**src/rtl/sfrp_pkg.sv**
```systemverilog
// Shared types, constants and helpers of the sync-word framed request parser.
// Used by the front end, the command queue, the back end and the top level.
// No dependencies.
`default_nettype none

package sfrp_pkg;

   // Sizes
   localparam int MAX_PAYLOAD   = 32;
   localparam int PAY_AW        = (MAX_PAYLOAD > 1) ? $clog2(MAX_PAYLOAD) : 1;
   localparam int PAY_CNT_W     = $clog2(MAX_PAYLOAD + 1);
   localparam int ERR_FRAME_LEN = 7;
   localparam int IDX_W         = (PAY_CNT_W > 3) ? PAY_CNT_W : 3;
   localparam int LEN_W         = 6;
   localparam int SYNC_LEN      = 8;
   localparam int SYNC_CNT_W    = 3;
   localparam int HDR_LEN       = 4;
   localparam int HDR_CNT_W     = 3;
   // queue depth, kept a power of two so the pointers wrap on their own
   localparam int CMDQ_DEPTH    = 2;
   localparam int CMDQ_PTR_W    = 1;
   localparam int CMDQ_CNT_W    = 2;

   // Unlock sequence (first byte at index 0) and error response sync byte
   localparam logic [SYNC_LEN-1:0][7:0] SYNC_SEQ = {
      8'hAC, 8'h58, 8'h99, 8'h7C, 8'h20, 8'hED, 8'h3E, 8'h91
   };
   localparam logic [7:0] RESP_SYNC = 8'hAC;

   // Input actions
   localparam logic [1:0] ACT_BYTE   = 2'd0;
   localparam logic [1:0] ACT_TICK   = 2'd1;
   localparam logic [1:0] ACT_CANCEL = 2'd2;

   // Response kinds
   localparam logic [1:0] KIND_SYNC = 2'd0;
   localparam logic [1:0] KIND_REQ  = 2'd1;
   localparam logic [1:0] KIND_ERR  = 2'd2;

   // Commands from front to back
   localparam logic [1:0] CMD_SYNC   = 2'd0;
   localparam logic [1:0] CMD_ACCEPT = 2'd1;
   localparam logic [1:0] CMD_ERROR  = 2'd2;

   // Register indexes and reset values
   localparam logic [1:0]  CSR_TIMEOUT    = 2'd0;
   localparam logic [1:0]  CSR_STATUS_IO  = 2'd1;
   localparam logic [1:0]  CSR_STATUS_LEN = 2'd2;
   localparam logic [1:0]  CSR_STATUS_SUM = 2'd3;
   localparam logic [15:0] TIMEOUT_RST    = 16'd100;
   localparam logic [7:0]  STATUS_IO_RST  = 8'd1;
   localparam logic [7:0]  STATUS_LEN_RST = 8'd2;
   localparam logic [7:0]  STATUS_SUM_RST = 8'd3;

   typedef struct packed {
      logic [15:0] timeout_ticks;
      logic [7:0]  status_io_error;
      logic [7:0]  status_length_error;
      logic [7:0]  status_sum_error;
   } csr_type;

   typedef struct packed {
      logic [1:0]       op;
      logic [7:0]       status;
      logic [7:0]       module_id;
      logic [7:0]       command;
      logic [7:0]       parameter_res;
      logic [LEN_W-1:0] length;
   } cmd_type;

   typedef struct packed {
      logic              en;
      logic [PAY_AW-1:0] addr;
      logic [7:0]        data;
   } store_wr_type;

   function automatic cmd_type make_cmd(input logic [1:0] op, input logic [7:0] status,
                                        input logic [7:0] m, input logic [7:0] c,
                                        input logic [7:0] p,
                                        input logic [LEN_W-1:0] len);
      cmd_type r;
      r.op            = op;
      r.status        = status;
      r.module_id     = m;
      r.command       = c;
      r.parameter_res = p;
      r.length        = len;
      return r;
   endfunction

endpackage

`default_nettype wire

```
**src/rtl/sfrp_front.sv**
```systemverilog
// Front end: sequence hunt, header/payload/checksum collection and timeout.
// Issues one command per finished event; writes payload into the back end's store.
// Depends on sfrp_pkg.
`default_nettype none

module sfrp_front (
   input  wire logic                   clock,
   input  wire logic                   reset,
   input  wire logic                   push,
   output logic                        full,
   input  wire logic [1:0]             action,
   input  wire logic [7:0]             byte_in,
   input  wire sfrp_pkg::csr_type      csr,
   output logic                        cmd_push,
   output sfrp_pkg::cmd_type           cmd,
   input  wire logic                   cmd_full,
   output sfrp_pkg::store_wr_type      store_wr,
   input  wire logic                   burst_done,
   output logic                        store_busy
);

   localparam logic [1:0] MODE_IDLE    = 2'd0;
   localparam logic [1:0] MODE_HEADER  = 2'd1;
   localparam logic [1:0] MODE_PAYLOAD = 2'd2;
   localparam logic [1:0] MODE_CHECK   = 2'd3;

   logic [1:0]                        mode_ff, mode_in;
   logic [sfrp_pkg::SYNC_CNT_W-1:0]   sync_ff, sync_in;
   logic [sfrp_pkg::HDR_CNT_W-1:0]    hdr_cnt_ff, hdr_cnt_in;
   logic [7:0]                        hdr_ff [sfrp_pkg::HDR_LEN];
   logic [7:0]                        hdr_in [sfrp_pkg::HDR_LEN];
   logic [sfrp_pkg::PAY_CNT_W-1:0]    pay_cnt_ff, pay_cnt_in;
   logic [7:0]                        sum_ff, sum_in;
   logic [15:0]                       ticks_ff, ticks_in;
   logic                              busy_ff, busy_in;

   logic                              accept;
   logic [sfrp_pkg::SYNC_CNT_W:0]     sync_nx;
   logic [15:0]                       ticks_inc;
   logic [7:0]                        m_part, c_part, p_part;

   // stall on a full queue, or on payload while the store still feeds a burst
   assign full       = cmd_full || ((mode_ff == MODE_PAYLOAD) && busy_ff);
   assign accept     = push && !full;
   assign store_busy = busy_ff;

   // header bytes seen so far, missing ones read as zero
   assign m_part = (hdr_cnt_ff > 3'd0) ? hdr_ff[0] : 8'd0;
   assign c_part = (hdr_cnt_ff > 3'd1) ? hdr_ff[1] : 8'd0;
   assign p_part = (hdr_cnt_ff > 3'd2) ? hdr_ff[2] : 8'd0;

   assign sync_nx   = (byte_in == sfrp_pkg::SYNC_SEQ[sync_ff])
                    ? ({1'b0, sync_ff} + 4'd1)
                    : ((byte_in == sfrp_pkg::SYNC_SEQ[0]) ? 4'd1 : 4'd0);
   assign ticks_inc = (ticks_ff == 16'hFFFF) ? ticks_ff : (ticks_ff + 16'd1);

   // parser next state
   always_comb begin
      mode_in    = mode_ff;
      sync_in    = sync_ff;
      hdr_cnt_in = hdr_cnt_ff;
      hdr_in     = hdr_ff;
      pay_cnt_in = pay_cnt_ff;
      sum_in     = sum_ff;
      ticks_in   = ticks_ff;
      busy_in    = busy_ff;
      cmd_push   = 1'b0;
      cmd        = '0;
      store_wr   = '0;

      if (burst_done) begin
         busy_in = 1'b0;
      end

      if (accept) begin
         case (action)
            sfrp_pkg::ACT_CANCEL: begin
               sync_in = '0;
            end
            sfrp_pkg::ACT_TICK: begin
               if (mode_ff != MODE_IDLE) begin
                  ticks_in = ticks_inc;
                  if (ticks_inc >= csr.timeout_ticks) begin
                     cmd_push   = 1'b1;
                     cmd        = sfrp_pkg::make_cmd(sfrp_pkg::CMD_ERROR,
                                     csr.status_io_error, m_part, c_part, p_part, '0);
                     mode_in    = MODE_IDLE;
                     hdr_cnt_in = '0;
                     pay_cnt_in = '0;
                     sum_in     = '0;
                     ticks_in   = '0;
                  end
               end
            end
            sfrp_pkg::ACT_BYTE: begin
               if (mode_ff == MODE_IDLE) begin
                  // sequence hunt
                  if (sync_nx == 4'(sfrp_pkg::SYNC_LEN)) begin
                     sync_in    = '0;
                     mode_in    = MODE_HEADER;
                     hdr_cnt_in = '0;
                     pay_cnt_in = '0;
                     sum_in     = '0;
                     ticks_in   = '0;
                     cmd_push   = 1'b1;
                     cmd        = sfrp_pkg::make_cmd(sfrp_pkg::CMD_SYNC,
                                     8'd0, 8'd0, 8'd0, 8'd0, '0);
                  end else begin
                     sync_in = sync_nx[sfrp_pkg::SYNC_CNT_W-1:0];
                  end
               end else begin
                  ticks_in = '0;
                  unique case (mode_ff)
                     MODE_HEADER: begin
                        hdr_in[hdr_cnt_ff[1:0]] = byte_in;
                        hdr_cnt_in = hdr_cnt_ff + 3'd1;
                        sum_in     = sum_ff + byte_in;
                        if (hdr_cnt_ff == 3'(sfrp_pkg::HDR_LEN - 1)) begin
                           if (byte_in > 8'(sfrp_pkg::MAX_PAYLOAD)) begin
                              cmd_push   = 1'b1;
                              cmd        = sfrp_pkg::make_cmd(sfrp_pkg::CMD_ERROR,
                                              csr.status_length_error,
                                              hdr_ff[0], hdr_ff[1], hdr_ff[2], '0);
                              mode_in    = MODE_IDLE;
                              hdr_cnt_in = '0;
                              pay_cnt_in = '0;
                              sum_in     = '0;
                           end else begin
                              mode_in = (byte_in == 8'd0) ? MODE_CHECK : MODE_PAYLOAD;
                           end
                        end
                     end
                     MODE_PAYLOAD: begin
                        store_wr.en   = 1'b1;
                        store_wr.addr = pay_cnt_ff[sfrp_pkg::PAY_AW-1:0];
                        store_wr.data = byte_in;
                        pay_cnt_in    = pay_cnt_ff + 1'b1;
                        sum_in        = sum_ff + byte_in;
                        if (8'(pay_cnt_in) >= hdr_ff[3]) begin
                           mode_in = MODE_CHECK;
                        end
                     end
                     MODE_CHECK: begin
                        cmd_push = 1'b1;
                        if (byte_in != sum_ff) begin
                           cmd = sfrp_pkg::make_cmd(sfrp_pkg::CMD_ERROR,
                                    csr.status_sum_error,
                                    hdr_ff[0], hdr_ff[1], hdr_ff[2], '0);
                        end else begin
                           cmd = sfrp_pkg::make_cmd(sfrp_pkg::CMD_ACCEPT, 8'd0,
                                    hdr_ff[0], hdr_ff[1], hdr_ff[2],
                                    hdr_ff[3][sfrp_pkg::LEN_W-1:0]);
                           // store now owned by the back end until the burst ends
                           if (hdr_ff[3] != 8'd0) begin
                              busy_in = 1'b1;
                           end
                        end
                        mode_in    = MODE_IDLE;
                        hdr_cnt_in = '0;
                        pay_cnt_in = '0;
                        sum_in     = '0;
                     end
                     default: begin
                        mode_in = MODE_IDLE;
                     end
                  endcase
               end
            end
            default: begin
            end
         endcase
      end
   end

   // control state
   always_ff @(posedge clock) begin
      if (reset) begin
         mode_ff    <= MODE_IDLE;
         sync_ff    <= '0;
         hdr_cnt_ff <= '0;
         pay_cnt_ff <= '0;
         sum_ff     <= '0;
         ticks_ff   <= '0;
         busy_ff    <= 1'b0;
      end else begin
         mode_ff    <= mode_in;
         sync_ff    <= sync_in;
         hdr_cnt_ff <= hdr_cnt_in;
         pay_cnt_ff <= pay_cnt_in;
         sum_ff     <= sum_in;
         ticks_ff   <= ticks_in;
         busy_ff    <= busy_in;
      end
   end

   // header bytes, read only where written in the current frame
   always_ff @(posedge clock) begin
      hdr_ff <= hdr_in;
   end

endmodule

`default_nettype wire

```
**src/rtl/sfrp_cmd_queue.sv**
```systemverilog
// Short command queue between the front end and the back end.
// Depends on sfrp_pkg.
`default_nettype none

module sfrp_cmd_queue (
   input  wire logic               clock,
   input  wire logic               reset,
   input  wire logic               push,
   input  wire sfrp_pkg::cmd_type  push_data,
   output logic                    full,
   input  wire logic               pop,
   output sfrp_pkg::cmd_type       pop_data,
   output logic                    empty
);

   sfrp_pkg::cmd_type                entry_ff [sfrp_pkg::CMDQ_DEPTH];
   logic [sfrp_pkg::CMDQ_PTR_W-1:0]  wr_ptr_ff, rd_ptr_ff;
   logic [sfrp_pkg::CMDQ_CNT_W-1:0]  count_ff, count_in;
   logic                             do_push, do_pop;

   assign full     = (count_ff == sfrp_pkg::CMDQ_CNT_W'(sfrp_pkg::CMDQ_DEPTH));
   assign empty    = (count_ff == '0);
   assign do_push  = push && !full;
   assign do_pop   = pop && !empty;
   assign pop_data = entry_ff[rd_ptr_ff];

   always_comb begin
      count_in = count_ff;
      if (do_push && !do_pop) begin
         count_in = count_ff + 1'b1;
      end else if (do_pop && !do_push) begin
         count_in = count_ff - 1'b1;
      end
   end

   // pointers and fill level
   always_ff @(posedge clock) begin
      if (reset) begin
         wr_ptr_ff <= '0;
         rd_ptr_ff <= '0;
         count_ff  <= '0;
      end else begin
         if (do_push) begin
            wr_ptr_ff <= wr_ptr_ff + 1'b1;
         end
         if (do_pop) begin
            rd_ptr_ff <= rd_ptr_ff + 1'b1;
         end
         count_ff <= count_in;
      end
   end

   // entries
   always_ff @(posedge clock) begin
      if (do_push) begin
         entry_ff[wr_ptr_ff] <= push_data;
      end
   end

endmodule

`default_nettype wire

```
**src/rtl/sfrp_back.sv**
```systemverilog
// Back end: expands commands into response items and holds the payload store.
// One item per cycle into a response register while it is free or being popped; depends on sfrp_pkg.
`default_nettype none

module sfrp_back (
   input  wire logic                   clock,
   input  wire logic                   reset,
   input  wire logic                   q_empty,
   input  wire sfrp_pkg::cmd_type      q_data,
   output logic                        q_pop,
   input  wire sfrp_pkg::store_wr_type store_wr,
   output logic                        burst_done,
   output logic                        rsp_empty,
   input  wire logic                   rsp_pop,
   output logic [1:0]                  rsp_kind,
   output logic [7:0]                  rsp_byte_value,
   output logic [7:0]                  rsp_module_id,
   output logic [7:0]                  rsp_command,
   output logic [7:0]                  rsp_parameter_res,
   output logic [5:0]                  rsp_length,
   output logic                        rsp_last
);

   logic [7:0]                   store_mem [sfrp_pkg::MAX_PAYLOAD];
   logic [7:0]                   rd_data_ff;

   logic                         active_ff, active_in;
   sfrp_pkg::cmd_type            cmd_ff, cmd_in;
   logic [sfrp_pkg::IDX_W-1:0]   idx_ff, idx_in;

   logic                         valid_ff, valid_in;
   logic [1:0]                   kind_ff, kind_in;
   logic [7:0]                   byte_ff, byte_in;
   logic [5:0]                   len_ff, len_in;
   logic                         last_ff, last_in;
   logic [7:0]                   m_ff, c_ff, p_ff;

   logic                         out_free, emit, is_last;
   logic [7:0]                   err_sum, err_byte;

   assign out_free = !valid_ff || rsp_pop;
   assign q_pop    = !active_ff && !q_empty;
   assign emit     = active_ff && out_free;

   // error frame bytes: sync, status, module, command, parameter, zero, sum
   assign err_sum = sfrp_pkg::RESP_SYNC + cmd_ff.status + cmd_ff.module_id
                  + cmd_ff.command + cmd_ff.parameter_res;

   always_comb begin
      case (idx_ff[2:0])
         3'd0:    err_byte = sfrp_pkg::RESP_SYNC;
         3'd1:    err_byte = cmd_ff.status;
         3'd2:    err_byte = cmd_ff.module_id;
         3'd3:    err_byte = cmd_ff.command;
         3'd4:    err_byte = cmd_ff.parameter_res;
         3'd5:    err_byte = 8'd0;
         default: err_byte = err_sum;
      endcase
   end

   // item decode for the current index
   always_comb begin
      unique case (cmd_ff.op)
         sfrp_pkg::CMD_SYNC: begin
            kind_in = sfrp_pkg::KIND_SYNC;
            byte_in = 8'd0;
            len_in  = '0;
            is_last = 1'b1;
         end
         sfrp_pkg::CMD_ACCEPT: begin
            kind_in = sfrp_pkg::KIND_REQ;
            byte_in = (cmd_ff.length == '0) ? 8'd0 : rd_data_ff;
            len_in  = cmd_ff.length;
            is_last = (cmd_ff.length == '0)
                   || ((idx_ff + 1'b1) == sfrp_pkg::IDX_W'(cmd_ff.length));
         end
         sfrp_pkg::CMD_ERROR: begin
            kind_in = sfrp_pkg::KIND_ERR;
            byte_in = err_byte;
            len_in  = '0;
            is_last = (idx_ff == sfrp_pkg::IDX_W'(sfrp_pkg::ERR_FRAME_LEN - 1));
         end
         default: begin
            kind_in = sfrp_pkg::KIND_SYNC;
            byte_in = 8'd0;
            len_in  = '0;
            is_last = 1'b1;
         end
      endcase
   end
   assign last_in = is_last;

   // sequencer over the items of one command
   always_comb begin
      active_in  = active_ff;
      cmd_in     = cmd_ff;
      idx_in     = idx_ff;
      burst_done = 1'b0;
      if (q_pop) begin
         active_in = 1'b1;
         cmd_in    = q_data;
         idx_in    = '0;
      end else if (emit) begin
         idx_in = idx_ff + 1'b1;
         if (is_last) begin
            active_in  = 1'b0;
            burst_done = (cmd_ff.op == sfrp_pkg::CMD_ACCEPT) && (cmd_ff.length != '0);
         end
      end
      valid_in = (valid_ff && !rsp_pop) || emit;
   end

   // payload store: one write port from the front, read ahead at the next index
   always_ff @(posedge clock) begin
      if (store_wr.en) begin
         store_mem[store_wr.addr] <= store_wr.data;
      end
      rd_data_ff <= store_mem[idx_in[sfrp_pkg::PAY_AW-1:0]];
   end

   // control state
   always_ff @(posedge clock) begin
      if (reset) begin
         active_ff <= 1'b0;
         valid_ff  <= 1'b0;
         idx_ff    <= '0;
      end else begin
         active_ff <= active_in;
         valid_ff  <= valid_in;
         idx_ff    <= idx_in;
      end
   end

   // command and response payload
   always_ff @(posedge clock) begin
      cmd_ff <= cmd_in;
      if (emit) begin
         kind_ff <= kind_in;
         byte_ff <= byte_in;
         m_ff    <= cmd_ff.module_id;
         c_ff    <= cmd_ff.command;
         p_ff    <= cmd_ff.parameter_res;
         len_ff  <= len_in;
         last_ff <= last_in;
      end
   end

   assign rsp_empty         = !valid_ff;
   assign rsp_kind          = kind_ff;
   assign rsp_byte_value    = byte_ff;
   assign rsp_module_id     = m_ff;
   assign rsp_command       = c_ff;
   assign rsp_parameter_res = p_ff;
   assign rsp_length        = len_ff;
   assign rsp_last          = last_ff;

endmodule

`default_nettype wire

```
**src/rtl/sync_framed_request_parser.sv**
```systemverilog
// Sync-word framed request parser, top level.
// Holds the configuration registers and joins front end, command queue and back end.
//
// Usage:
//   req_ channel (push/full): one request per accepted edge, either a received
//     byte, a millisecond tick or a cancel of the sequence hunt.
//   rsp_ channel (empty/pop): response items, oldest first; a found sequence
//     gives one item, a good frame one item per payload byte (one if empty),
//     a failed frame a 7-byte error response.
//   csr_ channel (valid/ready): register writes, always ready; write only
//     while the block is idle.
// Response path: the first item of a request's response passes the command queue,
//   the back-end sequencer and the response register; further items follow
//   one per cycle while rsp_pop is held.
// Throughput: one request per cycle while req_full is low; the back end takes a burst's
//   command, then emits its items one per cycle while the response register is free or popped.
// A payload byte is held off (req_full high) while the previous frame's
//   payload is still being read out of the store; with the receiver stalled,
//   requests flow on until the two-entry command queue fills.
// Reset: synchronous; hunt, frame and queues are cleared, registers take
//   their default values (timeout 100, status codes 1, 2, 3).
`default_nettype none

module sync_framed_request_parser (
   input  wire logic        clock,
   input  wire logic        reset,
   input  wire logic        req_push,
   output logic             req_full,
   input  wire logic [1:0]  req_action,
   input  wire logic [7:0]  req_byte_in,
   output logic             rsp_empty,
   input  wire logic        rsp_pop,
   output logic [1:0]       rsp_kind,
   output logic [7:0]       rsp_byte_value,
   output logic [7:0]       rsp_module_id,
   output logic [7:0]       rsp_command,
   output logic [7:0]       rsp_parameter_res,
   output logic [5:0]       rsp_length,
   output logic             rsp_last,
   input  wire logic        csr_valid,
   output logic             csr_ready,
   input  wire logic [1:0]  csr_index,
   input  wire logic [15:0] csr_data
);

   sfrp_pkg::csr_type       csr_ff, csr_in;
   sfrp_pkg::cmd_type       cmd, q_data;
   sfrp_pkg::store_wr_type  store_wr;
   logic                    cmd_push, q_full, q_empty, q_pop;
   logic                    burst_done, store_busy;

   // configuration registers
   assign csr_ready = 1'b1;

   always_comb begin
      csr_in = csr_ff;
      if (csr_valid) begin
         unique case (csr_index)
            sfrp_pkg::CSR_TIMEOUT:    csr_in.timeout_ticks       = csr_data;
            sfrp_pkg::CSR_STATUS_IO:  csr_in.status_io_error     = csr_data[7:0];
            sfrp_pkg::CSR_STATUS_LEN: csr_in.status_length_error = csr_data[7:0];
            sfrp_pkg::CSR_STATUS_SUM: csr_in.status_sum_error    = csr_data[7:0];
            default: begin
            end
         endcase
      end
   end

   always_ff @(posedge clock) begin
      if (reset) begin
         csr_ff.timeout_ticks       <= sfrp_pkg::TIMEOUT_RST;
         csr_ff.status_io_error     <= sfrp_pkg::STATUS_IO_RST;
         csr_ff.status_length_error <= sfrp_pkg::STATUS_LEN_RST;
         csr_ff.status_sum_error    <= sfrp_pkg::STATUS_SUM_RST;
      end else begin
         csr_ff <= csr_in;
      end
   end

   // parser front end
   sfrp_front u_front (
      .clock      (clock),
      .reset      (reset),
      .push       (req_push),
      .full       (req_full),
      .action     (req_action),
      .byte_in    (req_byte_in),
      .csr        (csr_ff),
      .cmd_push   (cmd_push),
      .cmd        (cmd),
      .cmd_full   (q_full),
      .store_wr   (store_wr),
      .burst_done (burst_done),
      .store_busy (store_busy)
   );

   // command queue
   sfrp_cmd_queue u_cmd_queue (
      .clock     (clock),
      .reset     (reset),
      .push      (cmd_push),
      .push_data (cmd),
      .full      (q_full),
      .pop       (q_pop),
      .pop_data  (q_data),
      .empty     (q_empty)
   );

   // response back end
   sfrp_back u_back (
      .clock             (clock),
      .reset             (reset),
      .q_empty           (q_empty),
      .q_data            (q_data),
      .q_pop             (q_pop),
      .store_wr          (store_wr),
      .burst_done        (burst_done),
      .rsp_empty         (rsp_empty),
      .rsp_pop           (rsp_pop),
      .rsp_kind          (rsp_kind),
      .rsp_byte_value    (rsp_byte_value),
      .rsp_module_id     (rsp_module_id),
      .rsp_command       (rsp_command),
      .rsp_parameter_res (rsp_parameter_res),
      .rsp_length        (rsp_length),
      .rsp_last          (rsp_last)
   );

   // checks
`ifndef ASSERT_OFF
   // a command is never issued into a full queue
   a_no_push_when_full: assert property (@(posedge clock) disable iff (reset)
      cmd_push |-> !q_full)
      else $error("command issued into full queue");

   // payload is never overwritten while a burst still reads it
   a_store_owned: assert property (@(posedge clock) disable iff (reset)
      store_wr.en |-> !store_busy)
      else $error("payload store written during read-out");

   // a burst can only finish if the store was handed over
   a_done_when_busy: assert property (@(posedge clock) disable iff (reset)
      burst_done |-> store_busy)
      else $error("burst end without store ownership");

   // no response straight after reset
   a_empty_after_reset: assert property (@(posedge clock)
      $past(reset) |-> rsp_empty)
      else $error("response visible after reset");
`endif

endmodule

`default_nettype wire

```
**config.mk**
```make
export PLATFORM = sky130hd
export DESIGN_NAME = sync_framed_request_parser
export DESIGN_NICKNAME = d
export VERILOG_FILES = /design/src/rtl/sfrp_pkg.sv /design/src/rtl/sfrp_front.sv /design/src/rtl/sfrp_cmd_queue.sv /design/src/rtl/sfrp_back.sv /design/src/rtl/sync_framed_request_parser.sv
export SDC_FILE = /design/constraint.sdc
export NUM_CORES = 1
export LEC_CHECK = 0
export BUFFER_PORTS_ARGS = -buffer_cell sky130_fd_sc_hd__buf_4
export CAP_MARGIN = 30
export CORE_AREA = 2 2 211 213
export DETAILED_ROUTE_END_ITERATION = 12
export DIE_AREA = 0 0 213 215
export PLACE_DENSITY = 0.8
export SETUP_SLACK_MARGIN = 0.5
export SYNTH_ARGS = -nofsm -noshare
export SYNTH_HDL_FRONTEND = slang
export SYNTH_SLANG_ARGS = --single-unit
```
**constraint.sdc**
```tcl
create_clock -name clock -period 6.1 [get_ports clock]
set_clock_uncertainty 0.05 [all_clocks]
set_input_delay 1.83 -clock clock [delete_from_list [all_inputs] [get_ports clock]]
set_output_delay 1.83 -clock clock [all_outputs]
set_load 0.01 [all_outputs]
```
==> results.json <==
{
  "status": "finished, final reports clean",
  "grt_pass1_vias": 15500,
  "ant_nets": 0,
  "synth_edf_count": 449,
  "synth_cells": 1943,
  "place_ws_ns": 0.865,
  "netlist-cell-type-count": 77,
  "fill_cells": 3173,
  "yosysSeqAreaShare": 0.650,
  "worstPathMaxFanout": 21,
  "cts_max_level": 2,
  "finalWorstSetupSlack_ns": 0.792,
  "period_share": 0.870,
  "regArea_mm2": 0.0156,
  "hold_path.class": "reg2reg",
  "end_kind": "register",
  "placed_area_mm2": 0.0253,
  "drive_gt1_frac": 0.130,
  "syn_area_mm2": 0.0241,
  "num_io_pins": 77,
  "yosysWarnings": 0,
  "cts_tree": "built",
  "die_y_um": 215,
  "setup-violations-final": 0,
  "async_reset_ff_frac": 0,
  "portBuffers": 75,
  "syn_nets": 2056,
  "max_freq_mhz": 188,
  "clock_latency_ns": 0.61,
  "fin_tns_setup_ns": 0,
  "viasPerCell": 6.01,
  "reg2reg_slack_ns": 0.79,
  "grt_pass1_wl_um": 86700,
  "vias": 15900,
  "powerDensity_mw_per_mm2": 314,
  "synth_area_leaders": "edfxtp_1 56%, dfxtp_1 8.9%, nand2_1 4.9%, ha_1 3.4%, nand3_1 2.6%",
  "critPathKind": "reg2reg",
  "final_cell_mix": "449 x edfxtp_1, 312 x nand2_1, 124 x nand3_1",
  "critPathTopFamily": "simple AND/OR/NAND/NOR gates",
  "antenna_cells": 0,
  "path_cells": "and4_1, and3_1, nand2_1, and2_1, nand2_1, xnor2_1, ha_1, o211ai_1, a2111oi_0, a21oi_1, buf_4, or3_1, a31oi_1, nor2b_4, buf_4",
  "max_stage_delay_ns": 0.65,
  "wl_per_cell_um": 21.1,
  "cts_setup_buffers": 0,
  "area_growth_pct": 12.7,
  "cp.arrival_ns": 5.57,
  "grt_max_degree": 74,
  "cts_buffers": 53,
  "clkTransAtPathRegs_ns": 0.06,
  "critical_path_required_ns": 6.36,
  "fp.coreArea_mm2": 0.0436,
  "worstReg2RegEnd": "u_cmd_queue.entry_ff[0][13]",
  "r2r_cells": 15,
  "cts_buffer_depth": 3,
  "grt_usage": 0.247,
  "cpMaxStageDelayCell": "nor2b_4",
  "numClockSinks": 556,
  "ir_drop_uv": 323,
  "antenna_found_initial": 0,
  "gp_congestion": 0.883,
  "die_x_um": 213,
  "final_util": 0.621,
  "finalHoldViolations": 0,
  "fin_area_mm2": 0.0271,
  "leakagePower_uw": 0.00884,
  "rows": 77,
  "ys_seq_elements": 556,
  "drt_wl_total_um": 55800,
  "ctsHoldBuffers": 0,
  "hold_end": "csr_ff[33]",
  "drtIter0Drc": 1863,
  "cts_root_buf": "clkbuf_16",
  "overflow": 0,
  "critPathBufInv": 2,
  "synth.largest_area_cell": "edfxtp_1",
  "final_nets": 2124,
  "avgSynthCellArea_um2": 12.4,
  "final_common_cell": "edfxtp_1",
  "drv_cap": 0,
  "multi_input_area_mm2": 0.00784,
  "floorplan.initialDensity": 0.551,
  "cts_resized": 0,
  "place_hpwl_um": 36800,
  "netlist.area_leader.share": 0.561,
  "worst_pin_slew_ns": 1.00,
  "hp-start": "csr_ff[33]",
  "rsz0062_at_grt": "false",
  "fp.dieArea_mm2": 0.0458,
  "drc": 0,
  "hold_depth": 2,
  "dr.pass1.iters": 6,
  "rr_startpoint": "u_front.ticks_ff[3]",
  "start_kind": "register",
  "period_minus_slack_ns": 5.31,
  "synth-main-ff-cell": "edfxtp_1",
  "maxSlewHeadroom": 0.331,
  "finalPower_uw": 8510,
  "drv_slew": 0
}
## cell families (layout without fill, tap and decap cells)
family / count (synthesis) / after routing / synth area share
xor gates and xnor gates: 52 / 52 / 0.0198
AOI/OAI and AO/OA: 267 / 267 / 0.0751
muxes: 94 / 94 / 0.0415
DFF: 556 / 556 / 0.650
and+or+nand+nor: 734 / 734 / 0.141
other: 1 / 1 / 0.000156
adders and majority gates: 80 / 80 / 0.0463
buffers and inverters: 159 / 270 / 0.0268
## tightest hold or removal path, delay by kind of cell, from the launching register on
kind | cells | cell delay (ns)
DFF | 1 | 0.31
and+or+nand+nor | 1 | 0.05
AOI/OAI and AO/OA | 1 | 0.05
## worst max path at each step
stage	from	endpoint	slack [ns]	cells after the start
floorplan	u_front.ticks_ff[2]	u_cmd_queue.entry_ff[0][0]	1.15	13
global placement	u_front.ticks_ff[2]	u_cmd_queue.entry_ff[0][12]	1.03	15
detailed placement	u_front.ticks_ff[2]	u_cmd_queue.entry_ff[0][21]	0.86	15
CTS	u_front.ticks_ff[2]	u_cmd_queue.entry_ff[0][27]	0.85	15
global route	u_front.ticks_ff[2]	u_cmd_queue.entry_ff[0][27]	0.52	15
finish	u_front.ticks_ff[3]	u_cmd_queue.entry_ff[0][13]	0.79	15
## synth_stat cells (all sizes together) (4+ instances only)
master / instances
o211ai: 7
nand4: 29
nor3: 21
fa: 15
nor4: 18
a21oi: 89
dfxtp: 107
mux2i: 49
a21o: 7
ha: 65
nor2b: 11
a22oi: 24
a221oi: 9
xnor2: 37
and2: 45
nand2b: 6
nor2: 113
a31oi: 20
o21ai: 33
inv: 67
a221o: 4
a211oi: 5
a32oi: 9
edfxtp: 449
a2bb2oi: 5
clkbuf: 54
a32o: 5
and3: 26
nand2: 313
nand3: 124
mux2: 45
or3: 5
buf: 38
o22ai: 12
xor2: 14
or2: 7
## through the flow
stage,hold WS [ns],instances
finish,0.403,2646
global route,0.425,2646
CTS,0.405,2645
detailed placement,0.397,2547
global placement,0.392,2545
floorplan,0.386,1943
## final cells by class
class,count,share of cell area
well taps,592,0.0273
repair buffers,105,0.0300
flip-flops and latches,556,0.576
inverters,67,0.00928
clock inverters,34,0.0153
multi-input cells,1228,0.289
clock buffers,64,0.0527
## power by group
part / total, uW / leakage, uW / internal [uW] / switching, uW
Clock: 3440 / 0.000910 / 2050 / 1390
Combinational: 868 / 0.00392 / 291 / 578
Sequential: 4200 / 0.00401 / 4150 / 44.5
## flip-flops by register name (all words and copies together), names as in the netlist, 3 cells and up, named ones only
signal and flops:
u_back.store_mem 256, u_cmd_queue.entry_ff 80, csr_ff 40, u_back.cmd_ff 40, u_front.hdr_ff 32, u_front.ticks_ff 16, u_back.rd_data_ff 8, u_back.rsp_byte_value 8
u_back.rsp_command 8, u_back.rsp_module_id 8, u_back.rsp_parameter_res 8, u_front.sum_ff 8, u_back.idx_ff 6, u_back.rsp_length 6, u_front.pay_cnt_ff 6, u_front.hdr_cnt_ff 3
u_front.sync_ff 3
## metal layers
metal | track usage | vias to the layer above | share of wire
met5 | 0 | - | 0
met4 | 0.0883 | 0 | 0.032
met3 | 0.0377 | 127 | 0.087
met2 | 0.389 | 814 | 0.46
met1 | 0.349 | 7719 | 0.42
li1 | - | 7249 | -
No activity file was read; power rests on OpenSTA's default activity.
